[config.mk]
export PLATFORM = sky130hd
export DESIGN_NAME = luma_threshold_bit_packer
export DESIGN_NICKNAME = d
export VERILOG_FILES = /design/src/design/ltbp_pkg.sv /design/src/design/ltbp_luma.sv /design/src/design/ltbp_out_queue.sv /design/src/design/luma_threshold_bit_packer.sv
export SDC_FILE = /design/constraint.sdc
export NUM_CORES = 1
export LEC_CHECK = 0
export BUFFER_PORTS_ARGS = -buffer_cell sky130_fd_sc_hd__buf_2
export CAP_MARGIN = 20
export CORE_MARGIN = 2
export CORE_UTILIZATION = 62
export CTS_CLUSTER_DIAMETER = 80
export DETAILED_ROUTE_END_ITERATION = 6
export PLACE_DENSITY = 0.82
export SLEW_MARGIN = 20
export SYNTH_ARGS = -nofsm -noshare
export SYNTH_HDL_FRONTEND = slang
export SYNTH_SLANG_ARGS = --single-unit
[constraint.sdc]
create_clock -name clk -period 10.6 [get_ports clk]
set_input_delay 1.06 -clock clk [delete_from_list [all_inputs] [get_ports clk]]
set_output_delay 1.06 -clock clk [all_outputs]
set_load 0.1 [all_outputs]
[src/design/ltbp_pkg.sv]
// ============================================================================
// ltbp_pkg: shared types and constants of the luma threshold bit packer
// Holds the luma weights, the dark limit, register indexes, layout codes and
// the result word type that travels from the packer to the output queue.
// ============================================================================
package ltbp_pkg;

    // Luma weights and the threshold below which a pixel counts as dark.
    localparam logic [16:0] LUMA_R     = 17'd77;
    localparam logic [16:0] LUMA_G     = 17'd150;
    localparam logic [16:0] LUMA_B     = 17'd29;
    localparam logic [16:0] DARK_LIMIT = 17'd32768;

    // Bit position of the last pixel in a packed byte.
    localparam logic [2:0] BYTE_LAST_BIT = 3'd7;

    // Configuration register indexes.
    localparam logic [1:0] CFG_IMAGE_WIDTH    = 2'd0;
    localparam logic [1:0] CFG_IMAGE_HEIGHT   = 2'd1;
    localparam logic [1:0] CFG_CHANNEL_LAYOUT = 2'd2;

    // Channel layout codes; the unused code behaves as gray.
    localparam logic [1:0] LAYOUT_GRAY = 2'd0;
    localparam logic [1:0] LAYOUT_RGB  = 2'd1;
    localparam logic [1:0] LAYOUT_BGR  = 2'd2;

    // One result word.
    typedef struct packed {
        logic [7:0] packed_byte;
        logic       row_end;
        logic       image_end;
    } result_word_t;

endpackage

[src/design/ltbp_luma.sv]
// ============================================================================
// ltbp_luma: dark pixel classifier
// Orders the three channels by layout, forms 77R + 150G + 29B and flags the
// pixel as dark when the luma is below the limit.
// ============================================================================
module ltbp_luma (
    input  logic [7:0] first_channel,
    input  logic [7:0] second_channel,
    input  logic [7:0] third_channel,
    input  logic [1:0] channel_layout,
    output logic       dark
);
    import ltbp_pkg::*;

    logic [7:0]  red;
    logic [7:0]  green;
    logic [7:0]  blue;
    logic [16:0] luma;

    // Map the channels onto red, green and blue.
    always_comb
    begin
        unique case (channel_layout)
            LAYOUT_RGB:
            begin
                red   = first_channel;
                green = second_channel;
                blue  = third_channel;
            end
            LAYOUT_BGR:
            begin
                red   = third_channel;
                green = second_channel;
                blue  = first_channel;
            end
            default:
            begin
                red   = first_channel;
                green = first_channel;
                blue  = first_channel;
            end
        endcase
    end

    // Weighted sum; the largest value is 256 * 255, which fits in 17 bits.
    assign luma = ({9'd0, red} * LUMA_R) + ({9'd0, green} * LUMA_G)
                + ({9'd0, blue} * LUMA_B);

    assign dark = (luma < DARK_LIMIT);

endmodule

[src/design/ltbp_out_queue.sv]
// ============================================================================
// ltbp_out_queue: two-word output buffer
// An output register plus a skid register, so the input side stalls only
// from a registered full flag and never combinationally from the receiver.
// ============================================================================
module ltbp_out_queue (
    input  logic                  clk,
    input  logic                  rst_n,
    input  logic                  push,
    input  ltbp_pkg::result_word_t push_word,
    output logic                  full,
    output logic                  out_valid,
    input  logic                  out_stall,
    output ltbp_pkg::result_word_t out_word
);
    import ltbp_pkg::*;

    logic         main_valid_reg;
    logic         skid_valid_reg;
    result_word_t main_word_reg;
    result_word_t skid_word_reg;
    logic         pop;
    logic         main_load;

    assign pop       = main_valid_reg && !out_stall;
    assign main_load = pop || !main_valid_reg;

    // Valid flags of the two entries.
    always_ff @(posedge clk or negedge rst_n)
    begin
        if (!rst_n)
        begin
            main_valid_reg <= 1'b0;
            skid_valid_reg <= 1'b0;
        end
        else if (main_load)
        begin
            if (skid_valid_reg)
            begin
                main_valid_reg <= 1'b1;
                skid_valid_reg <= push;
            end
            else
            begin
                main_valid_reg <= push;
            end
        end
        else if (push)
        begin
            skid_valid_reg <= 1'b1;
        end
    end

    // Word storage follows the same moves as the flags.
    always_ff @(posedge clk)
    begin
        if (main_load)
        begin
            if (skid_valid_reg)
            begin
                main_word_reg <= skid_word_reg;
                if (push)
                begin
                    skid_word_reg <= push_word;
                end
            end
            else if (push)
            begin
                main_word_reg <= push_word;
            end
        end
        else if (push)
        begin
            skid_word_reg <= push_word;
        end
    end

    assign full      = skid_valid_reg;
    assign out_valid = main_valid_reg;
    assign out_word  = main_word_reg;

endmodule

[src/design/luma_threshold_bit_packer.sv]
// ============================================================================
// luma_threshold_bit_packer: one-bit bitmap packer with luma threshold
// Classifies each pixel as dark or light and packs the bits LSB first.
//
// Usage:
//   Input channel (in_valid / in_stall) carries one pixel word per cycle in
//   raster order: first_channel, second_channel, third_channel.
//   Output channel (out_valid / out_stall) carries one packed byte word with
//   row_end and image_end flags. A word leaves after the eighth pixel of a
//   byte or after the last pixel of a row, whichever comes first.
//   Configuration (cfg_valid / cfg_ready, cfg_index, cfg_data) sets width,
//   height and channel layout; cfg_ready is always high. Write only while
//   no pixel is in flight; counters are not cleared by a write.
//   An emitted word is registered in the output buffer before it leaves.
//   Throughput is one pixel per cycle while in_stall is low, set by the
//   combinational classify and pack step feeding a two-word output buffer.
//   Reset sets width and height to 1, layout to gray and both counters to
//   zero. When the receiver stalls, the buffer holds up to two words; after
//   that in_stall rises until a word is taken.
// ============================================================================
module luma_threshold_bit_packer (
    input  logic        clk,
    input  logic        rst_n,
    input  logic        in_valid,
    output logic        in_stall,
    input  logic [7:0]  first_channel,
    input  logic [7:0]  second_channel,
    input  logic [7:0]  third_channel,
    output logic        out_valid,
    input  logic        out_stall,
    output logic [7:0]  packed_byte,
    output logic        row_end,
    output logic        image_end,
    input  logic        cfg_valid,
    output logic        cfg_ready,
    input  logic [1:0]  cfg_index,
    input  logic [15:0] cfg_data
);
    import ltbp_pkg::*;

    logic [15:0]  image_width_reg;
    logic [15:0]  image_height_reg;
    logic [1:0]   channel_layout_reg;
    logic [15:0]  column_count_reg;
    logic [15:0]  column_count_next;
    logic [15:0]  row_count_reg;
    logic [15:0]  row_count_next;
    logic [7:0]   partial_byte_reg;
    logic [7:0]   partial_byte_next;

    logic         in_accept;
    logic         dark;
    logic [2:0]   bit_index;
    logic [16:0]  column_plus;
    logic [16:0]  row_plus;
    logic         at_row_end;
    logic         at_image_end;
    logic [7:0]   merged_byte;
    logic         emit;
    logic         queue_full;
    result_word_t result_word;
    result_word_t out_word;

    assign cfg_ready = 1'b1;
    assign in_stall  = queue_full;
    assign in_accept = in_valid && !in_stall;

    // Configuration registers.
    always_ff @(posedge clk or negedge rst_n)
    begin
        if (!rst_n)
        begin
            image_width_reg    <= 16'd1;
            image_height_reg   <= 16'd1;
            channel_layout_reg <= LAYOUT_GRAY;
        end
        else if (cfg_valid && cfg_ready)
        begin
            unique case (cfg_index)
                CFG_IMAGE_WIDTH:    image_width_reg    <= cfg_data;
                CFG_IMAGE_HEIGHT:   image_height_reg   <= cfg_data;
                CFG_CHANNEL_LAYOUT: channel_layout_reg <= cfg_data[1:0];
                default:            ;
            endcase
        end
    end

    ltbp_luma u_luma (
        .first_channel  (first_channel),
        .second_channel (second_channel),
        .third_channel  (third_channel),
        .channel_layout (channel_layout_reg),
        .dark           (dark)
    );

    // Position checks against the current image size.
    assign bit_index    = column_count_reg[2:0];
    assign column_plus  = {1'b0, column_count_reg} + 17'd1;
    assign row_plus     = {1'b0, row_count_reg} + 17'd1;
    assign at_row_end   = (column_plus >= {1'b0, image_width_reg});
    assign at_image_end = (row_plus >= {1'b0, image_height_reg});

    // Merge the pixel bit and decide whether a byte leaves.
    assign merged_byte = partial_byte_reg | (dark ? (8'd1 << bit_index) : 8'd0);
    assign emit        = at_row_end || (bit_index == BYTE_LAST_BIT);

    always_comb
    begin
        result_word.packed_byte = merged_byte;
        result_word.row_end     = at_row_end;
        result_word.image_end   = at_row_end && at_image_end;
    end

    // Next counter and partial byte values.
    always_comb
    begin
        partial_byte_next = emit ? 8'd0 : merged_byte;
        if (at_row_end)
        begin
            column_count_next = 16'd0;
            row_count_next    = at_image_end ? 16'd0 : row_plus[15:0];
        end
        else
        begin
            column_count_next = column_plus[15:0];
            row_count_next    = row_count_reg;
        end
    end

    always_ff @(posedge clk or negedge rst_n)
    begin
        if (!rst_n)
        begin
            column_count_reg <= 16'd0;
            row_count_reg    <= 16'd0;
            partial_byte_reg <= 8'd0;
        end
        else if (in_accept)
        begin
            column_count_reg <= column_count_next;
            row_count_reg    <= row_count_next;
            partial_byte_reg <= partial_byte_next;
        end
    end

    ltbp_out_queue u_out_queue (
        .clk       (clk),
        .rst_n     (rst_n),
        .push      (in_accept && emit),
        .push_word (result_word),
        .full      (queue_full),
        .out_valid (out_valid),
        .out_stall (out_stall),
        .out_word  (out_word)
    );

    assign packed_byte = out_word.packed_byte;
    assign row_end     = out_word.row_end;
    assign image_end   = out_word.image_end;

    // An image end word is always also a row end word.
    assert property (@(posedge clk) disable iff (!rst_n)
        out_valid |-> (!image_end || row_end))
        else $error("image_end without row_end");

    // A pixel that ends its row sends the column counter back to zero.
    assert property (@(posedge clk) disable iff (!rst_n)
        (in_accept && at_row_end) |=> (column_count_reg == 16'd0))
        else $error("column counter not cleared at row end");

    // Emitting a byte clears the partial byte.
    assert property (@(posedge clk) disable iff (!rst_n)
        (in_accept && emit) |=> (partial_byte_reg == 8'd0))
        else $error("partial byte not cleared after emit");

    // The input stalls only while a word waits on the output.
    assert property (@(posedge clk) disable iff (!rst_n)
        in_stall |-> out_valid)
        else $error("input stalled with empty output");

endmodule

# Yosys cells after proc, flatten, opt, wreduce, memory -nomap -nowiden

Cells that the tools add are included.

Reductions and logical operators: 18
Equality and inequality tests: 6
Bitwise logic cells: 1
Shifts and indexed selects: 1
Add/subtract/negate cells: 4
Muxes and demuxes: 16
$lt $le $gt $ge: 3
$mul: 3

Operators by type and width:

| operator                                                                | number |
|---|---|
| 10-bit two-way mux                                                      | 5 |
| 8-bit two-way mux                                                       | 5 |
| 16-bit by 1-bit adder with 17-bit output, second input constant         | 2 |
| 17-bit by 16-bit greater-or-equal comparator with 1-bit output          | 2 |
| 16-bit two-way mux                                                      | 2 |
| 8-bit by 7-bit multiplier with 15-bit output, second input constant     | 2 |
| 15-bit by 16-bit adder with 17-bit output                               | 1 |
| 17-bit by 13-bit adder with 17-bit output                               | 1 |
| 17-bit by 16-bit < comparator with 1-bit output, second input constant  | 1 |
| 8-bit by 5-bit multiplier with 13-bit output, second input constant     | 1 |
| 2-bit AND reduction                                                     | 5 |
| 8-bit bitwise OR                                                        | 1 |
| 1-bit by 3-bit << shifter with 8-bit output, first input constant       | 1 |
| 2-bit by 1-bit == test with 1-bit output, second input constant         | 2 |
| 2-bit == test, second input constant                                    | 2 |
| 1-bit logical AND                                                       | 4 |
| 1-bit two-way mux                                                       | 4 |
| 2-bit nonzero test                                                      | 2 |
| 3-bit == test, second input constant                                    | 1 |
| 1-bit zero test                                                         | 3 |
| 2-bit zero test                                                         | 1 |
| 1-bit logical OR                                                        | 2 |
| 2-bit by 1-bit inequality test with 1-bit output, second input constant | 1 |
| 2-bit OR reduction                                                      | 1 |

Word-level logic and storage cells: 66
Register bits: 96
Input bits: 47

# Logic depth before layout (Yosys ltp)

Gate-level depths: netlist (run 1).

Depth in word-level cells: 12
Gate-level depth with buffers: 30
Depth with buffers taken out: 28

# Modules after synthesis

Synthesis (run 1) repeated with hierarchy kept, for this count alone.

Cells, all modules: 879
Area total of the unflattened synthesis: 8873.5 um^2

By module, submodules not included:

| module                    | cells each | instances | area each (um^2) |
|---|---|---|---|
| luma_threshold_bit_packer | 494        | 1         | 4690.7 |
| ltbp_luma                 | 346        | 1         | 3339.5 |
| ltbp_out_queue            | 39         | 1         | 843.3 |

# Worst setup path before layout (run 1)

OpenSTA, ideal clock, no wires.

Path type: reg2reg
Start point: reg channel_layout_reg[0]
End point: reg u_out_queue.main_word_reg, in the netlist u_out_queue.out_word[2] (data pin)
Required time: 10.454 ns
Arrival: 7.290 ns
Path buffers: 2
Setup slack: 3.164 ns
Cell stages (with the launch flop): 29
Path through: dfrtp_1 > inv_1 > ha_1 > clkbuf_1 > mux2_2 > xnor2_1 > ha_1 > inv_1 > fa_1 > fa_1 > inv_1 > ha_1 > and2_1 > a311o_1 > xor2_1 > ha_1 > fa_1 > inv_1 > fa_1 > fa_1 > inv_1 > ha_1 > a21oi_1 > o21ai_0 > o221a_2 > a211oi_2 > buf_4 > a31oi_1 > a21oi_1

Word-level cells in the longest chain between the ends: 11
Elaborated cells on any way between the ends: 16
Classes of those cells: 2 x add/sub; 3 x mul; 1 x order compare; 2 x eq/ne; 6 x mux; 1 x bitwise; 1 x reduce/logical

Ends and longest elaborated chain:

| item                                                                      | RTL line                         | source |
|---|---|---|
| start, declared                                                           | luma_threshold_bit_packer.sv:43  | `logic [1:0] channel_layout_reg;` |
| start signal, assigned                                                    | luma_threshold_bit_packer.sv:82  | `CFG_CHANNEL_LAYOUT: channel_layout_reg <= cfg_data[1:0];` |
| 2-bit == test or 2-bit by 1-bit == test with 1-bit output (tied branches) | ltbp_luma.sv:23                  | `unique case (channel_layout)` |
| 2-bit OR reduction (no source line)                                       | --                               |  |
| 8-bit two-way mux                                                         | ltbp_luma.sv:23                  |  |
| 8-bit by 7-bit multiplier with 15-bit output                              | ltbp_luma.sv:46                  | `assign luma = ({9'd0, red} * LUMA_R) + ({9'd0, green} * LUMA_G)` |
| 15-bit by 16-bit adder with 17-bit output                                 | ltbp_luma.sv:46                  |  |
| 17-bit by 13-bit adder with 17-bit output (*)                             | ltbp_luma.sv:47                  | `+ ({9'd0, blue} * LUMA_B);` |
| 17-bit by 16-bit < comparator with 1-bit output (*)                       | ltbp_luma.sv:49                  | `assign dark = (luma < DARK_LIMIT);` |
| 8-bit two-way mux (*)                                                     | luma_threshold_bit_packer.sv:104 | `assign merged_byte = partial_byte_reg \| (dark ? (8'd1 << bit_index) : 8'd0);` |
| 8-bit bitwise OR (*)                                                      | luma_threshold_bit_packer.sv:104 |  |
| 10-bit two-way mux (*)                                                    | ltbp_out_queue.sv:67             | `else if (push)` |
| 10-bit two-way mux (*)                                                    | ltbp_out_queue.sv:59             | `if (skid_valid_reg)` |
| end signal, assigned                                                      | ltbp_out_queue.sv:61             | `main_word_reg <= skid_word_reg;` |
| end signal, assigned                                                      | ltbp_out_queue.sv:69             | `main_word_reg <= push_word;` |
| end, declared                                                             | ltbp_out_queue.sv:20             | `result_word_t main_word_reg;` |

Mark *: on every way between the ends. The rest lies on a longest branch, timed or not. The select of a mux whose other input is x is not followed.
A chain may end at the register's enable or synchronous reset.

# Worst setup path in the final report (run 1)

Start point: reg channel_layout_reg[0]
End point: reg u_out_queue.main_word_reg, in the netlist u_out_queue.out_word[3] (data pin)

Same word-level chain as after synthesis.

==> flow_summary.toml, run 1 <==
[setup_path]
regToRegEndpoint = "u_out_queue.out_word[3]"
crit_slowest_cell = "a211oi_2"
cp-start-kind = "flip-flop"
arrival_ns = 8.36
path_class = "flip-flop to flip-flop"
r2r-start = "channel_layout_reg[0]"
crit_required_ns = 10.79
cp_max_fo = 15
crit_family = "adder cells"
reg2reg_setup_slack_ns = 2.43
cp-end-kind = "flip-flop"
slowest_delay_ns = 0.81
cp.buffers_inverters = 5
rr_worst_depth = 26

[synth]
synthFlopType = "dfrtp_1"
yosysSeqAreaShare = 0.292
ys_ff_latch = 96
synth_edf_count = 20
yosysUniqueCellTypes = 69
syn_area_per_cell_um2 = 10.1
ys_async_sr_fraction = 0.792
yosysMostFrequentCell = "inv_1"
synthDominantCellAreaShare = 0.216
synth.largest_area_cell = "dfrtp_1"
yosys-top-cells-count = "137 x inv_1, 123 x ha_1, 74 x dfrtp_1, 55 x fa_1, 50 x nand2_1"
syn_inst = 849
synth_fp_nets = 1074
syn_area_um2 = 8590
synth.area.top_cells = "dfrtp_1 22%, ha_1 18%, fa_1 13%"
synth_warnings = 0

[detailed_routing]
dr.pass1.iters = 5
dr_total_vias = 6142
avgRoutedWirePerCell_um = 16.3
first_iter_violations = 379
via_per_inst = 5.69
final_antenna_net_count = 0
wl_um = 17600
drc = 0

[clock_network]
cts_root_buffer = "clkbuf_16"
holdBufCountCts = 0
numCtsBuffers = 9
insertion_delay_ns = 0.35
clkTransAtPathRegs_ns = 0.07
post_cts_buffers = 0
postCtsResizedCells = 0
cts_max_path_buffers = 2
cts_tree = "yes"
h-tree-depth = 3
clock-sinks = 96

[timing]
rsz0062_at_grt = "no"
final-setup-viol-count = 0
worstMarginPinSlew_ns = 1.01
hold_viol_final = 0
maxSlewViolCount = 0
fmax_ghz = 0.122
tns_ns = 0
period_share = 0.771
max_slew_margin = 0.326
finClkSkew_ns = 0.0102
fin_crit_ns = 8.17

[outcome]
status = "finished, final reports clean"

[flow_run]
maxCapViolCount = 0

[cells_and_area]
diodes = 0
final_nets = 1124
drive_gt1_frac = 0.164
area.growth.synth_to_final_pct = 8.29

[grt]
grt-ovfl-total = 0
grt_max_degree = 77
grt_pass1_wl_um = 30400
antenna_found_initial = 0
first_global_vias = 6375
grt_util_all_layers = 0.260

[floorplan]
start_util = 0.641
die_x_um = 122
io_pins = 60
die_area_um2 = 14800
rows = 42
core_area_um2 = 13400
die_h_um = 122

[min_path]
hold-path-cell-count = 1
hp-start = "image_height_reg[14]"
hp-class = "flip-flop to flip-flop"
hold_end = "image_height_reg[14]"

[place]
hpwl_um = 13800
io_buffers = 58
finalWeightedCongestion = 0.914
==> layout by cell type (no fill, tap or decap), types with 5 or more instances in the layout <==
cell type | synthesis | final
nor2_1 | 34 | 34
nor2b_1 | 10 | 9
nand3_1 | 23 | 23
a21oi_1 | 22 | 22
a41oi_1 | 7 | 7
inv_1 | 137 | 137
xnor2_1 | 26 | 26
xor2_1 | 12 | 12
a31oi_1 | 6 | 6
nand2_1 | 50 | 50
and2_1 | 5 | 5
nand4_1 | 7 | 7
nand2b_1 | 15 | 15
and3_1 | 5 | 5
o21a_1 | 5 | 5
a22o_1 | 8 | 8
mux2_2 | 49 | 49
o21ai_1 | 11 | 11
edfxtp_1 | 20 | 20
buf_2 | 4 | 57
fa_1 | 55 | 55
o211ai_1 | 5 | 5
o21ai_0 | 44 | 44
ha_1 | 123 | 123
nor3_1 | 6 | 6
clkbuf_16 | 0 | 9
dfrtp_1 | 74 | 74
a21o_1 | 11 | 11
==> layer usage <==
layer,share of wire,wire length [µm],GRT usage,vias to the layer above
met5,0,0,0,-
met4,0.016,273,0.0661,0
met3,0.045,796,0.0468,24
met2,0.49,8610,0.434,142
met1,0.45,7930,0.354,2984
li1,-,-,-,2992
==> through the flow <==
| step | instance area [µm²] | hold slack (ns) | instances | utilization | setup WS [ns] |
|---|---|---|---|---|---|
| floorplan | 8590 | 0.464 | 849 | - | 3.16 |
| global placement | 9000 | 0.486 | 1064 | 0.672 | 2.54 |
| detailed placement | 9000 | 0.490 | 1064 | 0.672 | 2.33 |
| CTS | 9300 | 0.512 | 1080 | 0.694 | 2.42 |
| global route | 9300 | 0.521 | 1080 | 0.694 | 1.98 |
| finish | 9300 | 0.509 | 1080 | 0.694 | 2.43 |
==> logic make-up (layout without fill, tap and decap cells) <==
logic type	Yosys count	in the layout	share of synthesized area
buffers and inverters	161	216	0.0762
adders and majority gates	178	178	0.307
muxes	51	51	0.0666
other	1	1	0.000437
xor gates and xnor gates	38	38	0.0388
and+or+nand+nor	176	176	0.105
DFF	96	96	0.292
AOI/OAI and AO/OA	148	148	0.114
==> final cells by class <==
cell class / count / area (µm²)
Clock buffer: 10 / 233
Clock inverter: 6 / 66.3
Fill cell: 1023 / 4100
Inverter: 139 / 524
Multi-Input combinational cell: 592 / 5430
Sequential cell: 96 / 2500
Tap cell: 176 / 220
Timing Repair Buffer: 61 / 315
==> worst max path at each step <==
stage                          startpoint                      end  slack, ns  cells past startpoint
floorplan           channel_layout_reg[0]  u_out_queue.out_word[2]       3.16                     28
global placement         first_channel[4]  u_out_queue.out_word[4]       2.54                     25
detailed placement       first_channel[4]  u_out_queue.out_word[3]       2.33                     25
CTS                 channel_layout_reg[0]  u_out_queue.out_word[3]       2.42                     26
global route        channel_layout_reg[0]  u_out_queue.out_word[3]       1.98                     26
finish              channel_layout_reg[0]  u_out_queue.out_word[3]       2.43                     26
Power of run 1 is left out: the tool's default activity adds up to more than one toggle a clock period on the data nets, which glitch-free logic cannot reach.
==> run 2, diff against run 1 <==
Settings changed: CORE_UTILIZATION 62 to 56, PLACE_DENSITY 0.82 to 0.78.
Clock period 10.6 ns to 6.9 ns, I/O delays scaled along.
==> run 2 against run 1 <==
The flow now finishes with violations (setup timing). Die area rose by 10%. Clock-buffer cell count fell by 1. Utilization fell by 2.9 points. Fmax rose by 17%. Cell count rose by 5.3%.
==> flow_summary.toml, run 2 (synthesis gave the netlist of run 1 again) <==
[detailed_routing]
dr.pass1.iters = 5
wl_um = 18400
avgRoutedWirePerCell_um = 16.2
drc = 0
final_antenna_net_count = 0
dr_total_vias = 6305
via_per_inst = 5.55
first_iter_violations = 402

[flow_run]
maxCapViolCount = 0

[outcome]
status = "complete, but fails checks"
failed_checks = "setup timing"

[timing]
rsz0062_at_grt = "yes"
fmax_ghz = 0.143
hold_viol_final = 0
holdWs_ns = 0.494
maxSlewViolCount = 0
max_slew_margin = 0.343
setup_ws_ns = -0.0703
worstMarginPinSlew_ns = 0.985
finClkSkew_ns = 0.0101
fin_crit_ns = 6.97
period_share = 1.01
final-setup-viol-count = 5

[setup_path]
cp-end-kind = "flip-flop"
arrival_ns = 7.08
cp_max_fo = 6
cp-start-kind = "flip-flop"
path_class = "flip-flop to flip-flop"
crit_required_ns = 7.01

[grt]
grt_pass1_wl_um = 30900
grt_util_all_layers = 0.236
antenna_found_initial = 0
grt-ovfl-total = 0
first_global_vias = 6568
grt_max_degree = 77

[cells_and_area]
area.growth.synth_to_final_pct = 16.9
nFillCells = 1128
final_nets = 1169
layout_common_cells = "128 x inv_1, 118 x ha_1, 74 x dfrtp_1, 57 x buf_2, 53 x fa_1"
fin_area_um2 = 10000
diodes = 0
final_common_cell = "inv_1"
utilization = 0.665
drive_gt1_frac = 0.250

[clock_network]
cts_root_buffer = "clkbuf_16"
cts_tree = "yes"
insertion_delay_ns = 0.36
numCtsBuffers = 9
cts_max_path_buffers = 2
clock-sinks = 96
clkTransAtPathRegs_ns = 0.07
h-tree-depth = 3

[floorplan]
die_x_um = 128
core_area_um2 = 15100
die_h_um = 128
die_area_um2 = 16300
io_pins = 60
start_util = 0.569
rows = 45

[place]
finalWeightedCongestion = 0.886
pre_cts_ws_ns = -0.305
hpwl_um = 14000
io_buffers = 58
placed_area_um2 = 9350

[min_path]
hp-class = "input port to asynchronous set/reset pin"
## run 2: cell count changes in the layout (fill, tap and decap cells not counted), moves of 5 or more
cell	before	now
buf_4	4	41
inv_1	137	128
inv_2	0	9
a41oi_1	7	1
a41oi_2	0	6
ha_1	123	118
## run 2: path summary, 6_finish.rpt
| kind | depth (start not counted) | end | from | slack (ns) |
|---|---|---|---|---|
| max reg2reg | 25 | u_out_queue.out_word[5] | channel_layout_reg[1] | -0.07 |
| min in group clk | 1 | image_height_reg[10] | image_height_reg[10] | 0.51 |
| min | 1 | image_height_reg[3] | rst_n | 0.49 |
| max | 25 | u_out_queue.out_word[5] | channel_layout_reg[1] | -0.07 |
| max in group asynchronous | 1 | column_count_reg[15] | rst_n | 5.78 |
| min reg2reg | 1 | image_height_reg[10] | image_height_reg[10] | 0.51 |
## run 2: routing by layer
metal,vias to the layer above,part of all wire,global-route usage
met5,-,0,0
met4,0,0.015,0.0679
met3,23,0.033,0.0342
met2,104,0.51,0.416
met1,3092,0.44,0.304
li1,3086,-,-
## run 2: through the flow
stage | cells | setup TNS [ns]
final | 1137 | -0.150
after global routing | 1137 | -4.05
after CTS | 1127 | -0.175
after global placement | 1109 | -1.01
after floorplan | 849 | 0
after detailed placement | 1109 | -3.40
## run 2: worst max-delay path: stages (launching register included)
cell,delay [ns]
dfrtp_1,0.42
ha_4,0.33
mux2_4,0.33
xnor2_2,0.13
ha_1,0.29
inv_2,0.04
fa_1,0.48
fa_1,0.51
inv_2,0.05
ha_4,0.21
and2_4,0.15
a311o_1,0.35
xor2_1,0.15
ha_1,0.29
fa_1,0.48
inv_1,0.05
fa_2,0.42
fa_1,0.53
inv_2,0.05
ha_4,0.26
nand4_1,0.15
nor4_4,0.33
a211oi_4,0.13
buf_12,0.16
a21o_1,0.19
mux2_4,0.26
## run 2: cell type report
class | instances | area (µm²) | share of cell area
tap | 188 | 235 | 0.0234
clock inverter | 7 | 75.1 | 0.00748
clock buffer | 9 | 225 | 0.0224
timing repair buffer | 106 | 723 | 0.0721
inverter | 139 | 524 | 0.0522
sequential | 96 | 2500 | 0.250
multi-input combinational | 592 | 5750 | 0.573
## run 2: repair_timing
item,in CTS,in global routing
pin swaps,2,45
gates cloned,0,1
gates resized for setup,10,43
setup buffers,2,9
hold buffers,0,0
endpoints found under the setup margin,23,23
Power of run 2 is left out for the same reason.
==> run 3, diff against run 2 <==
Settings changed: CORE_UTILIZATION 56 to 62, PLACE_DENSITY 0.78 to 0.82.
Clock period 6.9 ns to 7.21 ns, I/O delays scaled along.
==> run 3 against run 2 <==
The run now ends clean. Worst hold slack better by 0.015 ns. Utilization up 6.9 points. Sequential cell count did not move. Cell count shrank 2.7%. Fmax shrank 1.1%. Sequential share of layout area grew 0.49 points. Die area is 9.4% lower. Clock-buffer cell count grew 3. Critical path type unchanged.
==> flow_summary.toml, run 3 (synthesis gave the netlist of run 1 again) <==
[outcome]
status = "finished, final reports clean"

[clock_network]
clock-sinks = 96
h-tree-depth = 3
clkTransAtPathRegs_ns = 0.07
cts_root_buffer = "clkbuf_16"
cts_tree = "yes"
numCtsBuffers = 9
cts_max_path_buffers = 2
holdBufCountCts = 0
insertion_delay_ns = 0.35

[setup_path]
rr_worst_depth = 27
slowest_delay_ns = 0.52
path_class = "flip-flop to flip-flop"
cp_max_fo = 5
crit_required_ns = 7.31
cp-start-kind = "flip-flop"
r2r-start = "channel_layout_reg[1]"
arrival_ns = 7.15
reg2reg_setup_slack_ns = 0.17
crit_slowest_cell = "fa_1"
cp-end-kind = "flip-flop"
crit_family = "adder cells"
regToRegEndpoint = "u_out_queue.out_word[5]"
cp.buffers_inverters = 7

[detailed_routing]
first_iter_violations = 462
routed-wl-met3_um = 785
dr.pass1.iters = 5
drc = 0
wl_met1_um = 8630
wl_um = 19700
avgRoutedWirePerCell_um = 17.9
dr_wl_met2_um = 9910
final_antenna_net_count = 0
maxUsedRoutingLayer = "met4"
via_per_inst = 5.87
dr_total_vias = 6497

[place]
hpwl_um = 14300
pre_cts_ws_ns = -0.196
finalWeightedCongestion = 0.904
io_buffers = 58

[timing]
final-setup-viol-count = 0
period_share = 0.977
fin_crit_ns = 7.04
hold_viol_final = 0
maxSlewViolCount = 0
worstMarginPinSlew_ns = 0.987
setup_ws_ns = 0.165
fmax_ghz = 0.142
finClkSkew_ns = 0.00946
max_slew_margin = 0.342

[flow_run]
maxCapViolCount = 0

[grt]
grt_util_all_layers = 0.281
grt_max_degree = 77
grt_pass1_wl_um = 32800
grt-ovfl-total = 0
antenna_found_initial = 0
first_global_vias = 6835

[floorplan]
core_area_um2 = 13400
die_h_um = 122
start_util = 0.641
die_area_um2 = 14800
io_pins = 60
die_x_um = 122
rows = 42

[cells_and_area]
drive_gt1_frac = 0.216
layout_common_cells = "131 x inv_1, 114 x ha_1, 74 x dfrtp_1, 57 x buf_2, 54 x fa_1"
diodes = 0
final_common_cell = "inv_1"
final_nets = 1150
nFillCells = 889
utilization = 0.735
area.growth.synth_to_final_pct = 14.6

[min_path]
hold_end = "image_height_reg[15]"
hold-path-cell-count = 1
hp-start = "image_height_reg[15]"
hp-class = "flip-flop to flip-flop"
==> run 3: worst reg2reg max path: cells and delay by family (launching register included) <==
kind	cells	cell delay (ns)
XOR/XNOR	1	0.11
adder cells (fa/ha/maj)	10	3.77
buffers and inverters	7	0.71
flip-flops	1	0.42
AND/OR/NAND/NOR	3	0.53
multiplexers	2	0.51
AO/OA/AOI/OAI	4	0.75
==> run 3: cell type report <==
class,count,area (µm²),share of cell area
Sequential cell,96,2500,0.254
Timing Repair Buffer,87,556,0.0564
Tap cell,176,220,0.0224
Inverter,139,527,0.0535
Clock buffer,12,279,0.0283
Multi-Input combinational cell,592,5640,0.573
Clock inverter,4,120,0.0122
==> run 3: worst max path at each step <==
stage / slack [ns] / start / cells past startpoint / to
2_1_floorplan: 0.01 / channel_layout_reg[0] / 28 / u_out_queue.out_word[2]
3_3_place_gp: 0.03 / channel_layout_reg[1] / 28 / u_out_queue.out_word[8]
3_5_place_dp: -0.20 / channel_layout_reg[1] / 28 / u_out_queue.out_word[8]
4_1_cts: 0.02 / channel_layout_reg[1] / 27 / u_out_queue.out_word[5]
5_1_grt: -0.03 / channel_layout_reg[1] / 29 / u_out_queue.out_word[9]
6_report: 0.17 / channel_layout_reg[1] / 27 / u_out_queue.out_word[5]
==> run 3: repair_timing <==
action                     4_1_cts  5_1_grt
pin swaps                       12       30
cloned                           1        0
gates resized for setup         15       26
buffers inserted                 7        5
setup endpoints to repair       21       23
==> run 3: per-layer routing <==
layer	GRT usage	vias up
met3	0.0384	39
met1	0.368	3221
li1	-	3038
met4	0.0941	0
met2	0.484	199
met5	0	-
==> run 3: metrics by stage <==
| stage | cells | TNS (ns) | instance area, µm² | hold WS [ns] |
|---|---|---|---|---|
| floorplan | 849 | 0 | 8600 | 0.425 |
| global placement | 1078 | 0 | 9130 | 0.488 |
| detailed placement | 1078 | -1.90 | 9130 | 0.496 |
| CTS | 1102 | 0 | 9730 | 0.507 |
| global route | 1106 | -0.109 | 9840 | 0.523 |
| finish | 1106 | 0 | 9840 | 0.509 |
Power of run 3 is left out for the same reason.
